**config.mk**
```make
export PLATFORM = sky130hd
export DESIGN_NAME = cccm_ctrl
export DESIGN_NICKNAME = d
export VERILOG_FILES = /design/src/design/cccm_pkg.sv /design/src/design/cccm_ctrl.sv
export SDC_FILE = /design/constraint.sdc
export NUM_CORES = 1
export LEC_CHECK = 0
export BUFFER_PORTS_ARGS = -buffer_cell sky130_fd_sc_hd__buf_2
export CAP_MARGIN = 15
export CELL_PAD_IN_SITES_DETAIL_PLACEMENT = 1
export CELL_PAD_IN_SITES_GLOBAL_PLACEMENT = 1
export CORE_AREA = 4 4 41 43
export CTS_CLUSTER_DIAMETER = 150
export CTS_CLUSTER_SIZE = 40
export DETAILED_ROUTE_END_ITERATION = 10
export DIE_AREA = 0 0 45 47
export PLACE_DENSITY_LB_ADDON = 0.1
export SLEW_MARGIN = 20
export SYNTH_ARGS = -nofsm -noshare
export SYNTH_HDL_FRONTEND = slang
export SYNTH_SLANG_ARGS = --single-unit
```
**constraint.sdc**
```tcl
create_clock -name clk_i -period 0.84 [get_ports clk_i]
set_input_delay 0.168 -clock clk_i [delete_from_list [all_inputs] [get_ports clk_i]]
set_output_delay 0.168 -clock clk_i [all_outputs]
set_load 0.05 [all_outputs]
```
**src/design/cccm_pkg.sv**
```systemverilog
`default_nettype none

package cccm_pkg;

  localparam int unsigned ROW_BITS_W       = 64;
  localparam int unsigned COUNT_W          = 16;
  localparam int unsigned ROW_WIDTH_W      = 7;
  localparam int unsigned MAX_ROW_BITS_DEF = 64;
  localparam int unsigned TABLE_DEPTH_DEF  = 64;

  localparam logic [ROW_WIDTH_W-1:0] ROW_WIDTH_RST = 7'd64;
  localparam logic [COUNT_W-1:0]     COUNT_MAX     = 16'hFFFF;

  typedef struct packed {
    logic [ROW_BITS_W-1:0] row_bits;
    logic                  start_new;
  } in_item_t;

  typedef struct packed {
    logic [COUNT_W-1:0] max_count;
    logic               table_overflow;
  } out_item_t;

  // Commands from the controller to the datapath.
  typedef struct packed {
    logic load;
    logic scan_en;
    logic update;
  } cmd_t;

  // Status from the datapath to the controller.
  typedef struct packed {
    logic hit;
    logic miss;
  } status_t;

endpackage

`default_nettype wire

```
**src/design/cccm_ctrl.sv**
```systemverilog
`default_nettype none

module cccm_ctrl (
  input  wire logic             clk_i,
  input  wire logic             rst_ni,
  input  wire logic             in_valid_i,
  output logic                  in_ready_o,
  output logic                  out_valid_o,
  input  wire logic             out_ready_i,
  output cccm_pkg::cmd_t        cmd_o,
  input  wire cccm_pkg::status_t sts_i
);

  typedef enum logic [1:0] {
    S_IDLE,
    S_SCAN,
    S_UPDATE
  } state_e;

  state_e state_q;
  logic   out_valid_q;

  always_comb begin
    cmd_o.load    = (state_q == S_IDLE) && in_valid_i;
    cmd_o.scan_en = (state_q == S_SCAN);
    cmd_o.update  = (state_q == S_UPDATE) && (!out_valid_q || out_ready_i);
  end

  assign in_ready_o  = (state_q == S_IDLE);
  assign out_valid_o = out_valid_q;

  always_ff @(posedge clk_i or negedge rst_ni) begin
    if (!rst_ni) begin
      state_q     <= S_IDLE;
      out_valid_q <= 1'b0;
    end else begin
      out_valid_q <= cmd_o.update || (out_valid_q && !out_ready_i);
      unique case (state_q)
        S_IDLE: begin
          if (in_valid_i) begin
            state_q <= S_SCAN;
          end
        end
        S_SCAN: begin
          if (sts_i.hit || sts_i.miss) begin
            state_q <= S_UPDATE;
          end
        end
        S_UPDATE: begin
          // The result waits here until the output register is free.
          if (!out_valid_q || out_ready_i) begin
            state_q <= S_IDLE;
          end
        end
        default: begin
          state_q <= S_IDLE;
        end
      endcase
    end
  end

  assert property (@(posedge clk_i) disable iff (!rst_ni) !(sts_i.hit && sts_i.miss))
    else $error("hit and miss reported together");

  assert property (@(posedge clk_i) disable iff (!rst_ni)
    $rose(out_valid_o) |-> $past(cmd_o.update))
    else $error("result shown without a table update");

  assert property (@(posedge clk_i) disable iff (!rst_ni)
    (in_valid_i && in_ready_o) |=> (state_q == S_SCAN) && !in_ready_o)
    else $error("accepted item did not start a scan");

endmodule

`default_nettype wire

```
==> flow_metrics.py, run 1 <==
metrics = {
    "final_layout": {
        "layout_common_cells": "buf_6, buf_2, clkbuf_4, buf_4",
        "antenna_cells": 0,
        "multi_input_area_um2": 108,
        "fin_cells": 50,
        "final_nets": 42,
        "seq_area_um2": 77.6,
        "fill_cells": 157,
        "final_common_cell": "buf_6",
        "area_growth_syn_to_layout_pct": 171,
        "drive_above_1_share_pct": 82.9,
    },
    "synthesis": {
        "syn_inst": 14,
        "ys_ff_latch": 3,
        "yosysWarnings": 0,
        "synth_area_per_cell_um2": 10.3,
        "synth-seq-area-share_pct": 52.2,
        "syn_nets": 20,
        "yosysUniqueCellTypes": 10,
        "synth_area_um2": 144,
    },
    "routing": {
        "drt_iter0_drc": 1,
        "drt-total-wl_um": 465,
        "ant_nets": 0,
        "vias": 186,
        "drtPass1Iterations": 2,
        "viasPerCell": 3.72,
        "post-route-drc-count": 0,
        "wl_per_cell_um": 9.30,
    },
    "placed_design": {
        "gp_congestion": 0.577,
        "dp_cells": 45,
        "place_hpwl_um": 413,
        "numPortBuffers": 10,
    },
    "die": {
        "core.rowCount": 13,
        "die_h_um": 47,
        "core_um2": 1300,
        "dieArea_um2": 2120,
        "start_util_pct": 11.1,
        "io_pins": 11,
        "dieWidth_um": 45,
    },
    "grt": {
        "track_usage_pct": 5.70,
        "grt_max_degree": 5,
        "grt-ovfl-total": 0,
        "met3_usage_pct": 4.98,
        "grt_pass1_vias": 190,
        "grt_antenna_before_repair": 0,
        "met1_usage_pct": 5.48,
        "grt_pass1_wl_um": 772,
        "use_met2_pct": 8.19,
        "grt_busiest_layer": "met2",
    },
    "flow_run": {
        "max_cap_violations": 0,
    },
    "sta": {
        "slew_violations": 0,
        "fin_crit_sh_pct": 151,
        "rsz0062_at_grt": "yes",
        "worst_pin_slew_ns": 0.190,
        "fmax_ghz": 0.787,
        "setup_viol": 8,
        "period_needed_ns": 1.27,
        "slew_headroom_pct": 87.3,
        "fin_ws_ns": -0.431,
        "tns_ns": -1.96,
        "finalHoldViolations": 0,
        "finClkSkew_ns": 0.00179,
    },
    "pwr": {
        "finalPower_mw": 1.63,
        "p_leak_nw": 0.195,
        "p_per_area_nw_per_um2": 4170,
        "ir_drop_uv": 1070,
    },
    "clock_tree": {
        "cts_buffer_depth": 2,
        "cts_root_buf": "clkbuf_4",
        "cts_setup_buffers": 0,
        "cts_tree": "yes",
        "path_clk_slew_ns": 0.04,
        "cts_made_buffers": 3,
        "cts_sinks": 3,
        "cts_max_level": 1,
        "clock_latency_ns": 0.24,
    },
    "status": {
        "violations": "setup timing",
        "status": "finished with violations",
    },
    "critical_path": {
        "worstSetupPathType": "reg2out",
        "cp_max_fo": 4,
        "end_kind": "output port",
        "startpoint_type": "register",
        "required_ns": 0.67,
        "r2r_slack_ns": -0.11,
        "worstPathArrival_ns": 1.10,
    },
    "worst_hold_path": {
        "hold_class": "in2reg",
    },
}
[sequential cells by signal, indices dropped and copies added (netlist names)]
signal and flops:
state_q 2, out_valid_o 1
[routing by layer]
| layer | wire length, um | vias up |
|---|---|---|
| met3 | 54 | 2 |
| met2 | 245 | 11 |
| met1 | 154 | 85 |
| met4 | 11 | 0 |
| li1 | - | 88 |
| met5 | 0 | - |
[through the flow]
stage	hold slack (ns)	instance area, um2	util (%)	worst slack [ns]
2_1_floorplan	-0.128	166	-	-0.299
3_3_place_gp	-0.0295	280	21.5	-0.308
3_5_place_dp	-0.0317	280	21.5	-0.311
4_1_cts	0.208	382	29.3	-0.452
5_1_grt	0.203	390	30.0	-0.497
6_report	0.195	390	30.0	-0.431
[layout make-up]
| type | instances | area share, % |
|---|---|---|
| repair buffers | 17 | 38.8 |
| multi-input cells | 10 | 27.6 |
| flip-flops and latches | 3 | 19.9 |
| clock buffers | 4 | 6.73 |
| well taps | 15 | 4.81 |
| inverters | 1 | 2.24 |
[Yosys cell counts (all sizes together)]
cell    instances  area share (%)
inv             1             2.6
nor2b           1             4.4
nand2b          3              15
nand2           1             2.6
nor3b           1             8.7
dfrtp           3              52
nor2            2             5.2
a21o            1             5.2
o22ai           1             4.4
[report_power, final]
| part | switching (mW) | internal [mW] |
|---|---|---|
| clock | 0.0834 | 0.179 |
| sequential | 0.0800 | 0.210 |
| combinational | 0.569 | 0.508 |
[path summary, 6_finish.rpt]
path | start | cells after the start | endpoint
worst min-delay path | sts_i[1] | 3 | state_q[1]
max in group asynchronous | rst_ni | 2 | out_valid_o
min in group asynchronous | rst_ni | 2 | state_q[1]
worst min register to register | out_valid_o | 3 | out_valid_o
worst max register to register | state_q[0] | 4 | state_q[0]
worst max-delay path | state_q[1] | 2 | cmd_o[2]
[what timing repair did]
| action | 4_1_cts | 5_1_grt |
|---|---|---|
| pin swaps | 2 | 1 |
| endpoints found under the hold margin | 3 | 0 |
| gates cloned | 0 | 0 |
| setup endpoints to repair | 8 | 8 |
| resized for setup | 18 | 2 |
| hold buffers | 1 | 0 |
[logic make-up (layout without fill, tap and decap cells)]
kind of cell,count (synthesis),count (layout),synth area share [%]
AOI/OAI and AO/OA,2,2,9.57
buffers and inverters,1,22,2.61
DFF,3,3,52.2
and+or+nand+nor,8,8,35.7
[critical path, cell delays in order, from the launching register on]
cell and delay [ns]:
dfrtp_2 0.45, nor3b_4 0.23, buf_6 0.19
Power figures use the tool's default switching activity.
==> run 2: changes to the inputs <==
==> constraint.sdc (replaced) <==
create_clock -name clk_i -period 1.16 [get_ports clk_i]
set_input_delay 0.232 -clock clk_i [delete_from_list [all_inputs] [get_ports clk_i]]
set_output_delay 0.232 -clock clk_i [all_outputs]
set_load 0.05 [all_outputs]
==> run 2 against run 1 <==
Against the previous run: the flow still finishes with violations (setup timing); combinational power fell by 35%; critical path depth did not move; worst setup slack improved by 0.26 ns; first-iteration DRC count fell by 100%; critical endpoint unchanged.
==> flow_metrics.py, run 2 (synthesis gave the netlist of run 1 again) <==
metrics = {
    "routing": {
        "drtPass1Iterations": 1,
        "post-route-drc-count": 0,
        "wl_per_cell_um": 8.98,
        "ant_nets": 0,
        "viasPerCell": 3.41,
        "drt_iter0_drc": 0,
        "drt-total-wl_um": 440,
        "vias": 167,
    },
    "final_layout": {
        "fin_cells": 49,
        "top_register": "state_q",
        "final_nets": 41,
        "final_common_cell": "buf_2",
        "area_growth_syn_to_layout_pct": 149,
        "layout_common_cells": "buf_2, buf_6, buf_4, clkbuf_4",
        "antenna_cells": 0,
        "drive_above_1_share_pct": 76.5,
        "fill_cells": 157,
        "utilization_pct": 27.5,
        "largest_reg_flops": 2,
    },
    "grt": {
        "grt_pass1_wl_um": 738,
        "grt_antenna_before_repair": 0,
        "grt_pass1_vias": 196,
        "grt-ovfl-total": 0,
        "track_usage_pct": 5.15,
        "grt_max_degree": 5,
    },
    "placed_design": {
        "place_hpwl_um": 366,
        "gp_congestion": 0.678,
        "dp_cells": 43,
        "numPortBuffers": 10,
    },
    "clock_tree": {
        "cts_made_buffers": 3,
        "cts_tree": "yes",
        "cts_buffer_depth": 2,
        "path_clk_slew_ns": 0.04,
        "clock_latency_ns": 0.23,
        "cts_sinks": 3,
        "cts_root_buf": "clkbuf_4",
        "cts_max_level": 1,
    },
    "die": {
        "dieWidth_um": 45,
        "start_util_pct": 11.1,
        "core_um2": 1300,
        "die_h_um": 47,
        "dieArea_um2": 2120,
        "core.rowCount": 13,
        "io_pins": 11,
    },
    "pwr": {
        "ir_drop_uv": 760,
        "p_leak_nw": 0.186,
        "p_per_area_nw_per_um2": 3050,
    },
    "worst_hold_path": {
        "hold_class": "in2reg",
    },
    "sta": {
        "slew_violations": 0,
        "fin_ws_ns": -0.167,
        "finClkSkew_ns": 0.000172,
        "setup_viol": 4,
        "slew_headroom_pct": 83.6,
        "worst_pin_slew_ns": 0.248,
        "fmax_ghz": 0.753,
        "fin_crit_sh_pct": 114,
        "rsz0062_at_grt": "yes",
        "period_needed_ns": 1.33,
        "finalHoldViolations": 0,
    },
    "status": {
        "status": "finished with violations",
        "violations": "setup timing",
    },
    "flow_run": {
        "max_cap_violations": 0,
    },
    "critical_path": {
        "end_kind": "output port",
        "critPathMaxStageDelay_ns": 0.45,
        "cp_top_family": "flip-flops",
        "slowest_stage": "dfrtp_2",
        "startpoint_type": "register",
        "crit_buf_inv": 1,
        "cp_max_fo": 4,
        "worstPathArrival_ns": 1.10,
        "cp_cell_sequence": "nor3b_4, buf_6",
        "worstSetupPathType": "reg2out",
        "required_ns": 0.93,
    },
}
-- run 2: worst paths after layout --
check,startpoint,to,slack (ns),cells after the start
setup / recovery,state_q[1],cmd_o[2],-0.17,2
hold / removal,sts_i[1],state_q[1],0.27,3
setup reg to reg,state_q[1],state_q[0],0.21,3
hold reg to reg,out_valid_o,out_valid_o,0.52,2
max in group asynchronous,rst_ni,state_q[0],0.71,2
min in group asynchronous,rst_ni,state_q[1],0.33,2
-- run 2: layout make-up --
cell class	instances	area (um2)	share of cell area, %
clock buffer	4	26.3	7.34
multi-input combinational	10	98.8	27.6
inverter	1	6.26	1.75
sequential	3	77.6	21.7
timing repair buffer	16	130	36.4
tap	15	18.8	5.24
-- run 2: worst reg2reg max path, delay by kind of cell (launching register included) --
| kind | cells | cell delay [ns] |
|---|---|---|
| buffers and inverters | 1 | 0.13 |
| AO/OA/AOI/OAI | 1 | 0.07 |
| AND/OR/NAND/NOR | 1 | 0.23 |
| flip-flops | 1 | 0.45 |
-- run 2: per-stage QoR --
step	worst slack (ns)	total power, mW	setup TNS [ns]	area [um2]	hold WS [ns]
2_1_floorplan	-0.135	0.568	-0.148	160	-0.0636
3_3_place_gp	-0.0662	0.743	-0.115	259	0.0302
3_5_place_dp	-0.0620	0.741	-0.0977	259	0.0276
4_1_cts	-0.181	1.05	-0.692	333	0.269
5_1_grt	-0.219	1.15	-0.727	358	0.315
6_report	-0.167	1.09	-0.571	358	0.270
-- run 2: repair_timing --
item	in CTS	in global routing
setup buffers	0	1
hold endpoints to repair	3	0
hold buffers	1	0
pin swaps	1	1
endpoints found under the setup margin	4	4
resized for setup	11	5
-- run 2: routing by layer --
layer  global-route usage (%)  share of wire, %  vias up
li1                         -                 -       84
met1                     5.49                36       78
met2                     7.63                55        5
met3                    0.766               8.9        0
met4                     7.02                 0        0
met5                        0                 0        -
-- run 2: power by group --
part           internal (mW)  total (mW)  leakage (nW)  switching, mW
clock network          0.129       0.182        0.0150         0.0527
logic                  0.312       0.702         0.135          0.390
registers              0.152       0.206        0.0359         0.0546
total                  0.593        1.09         0.186          0.497
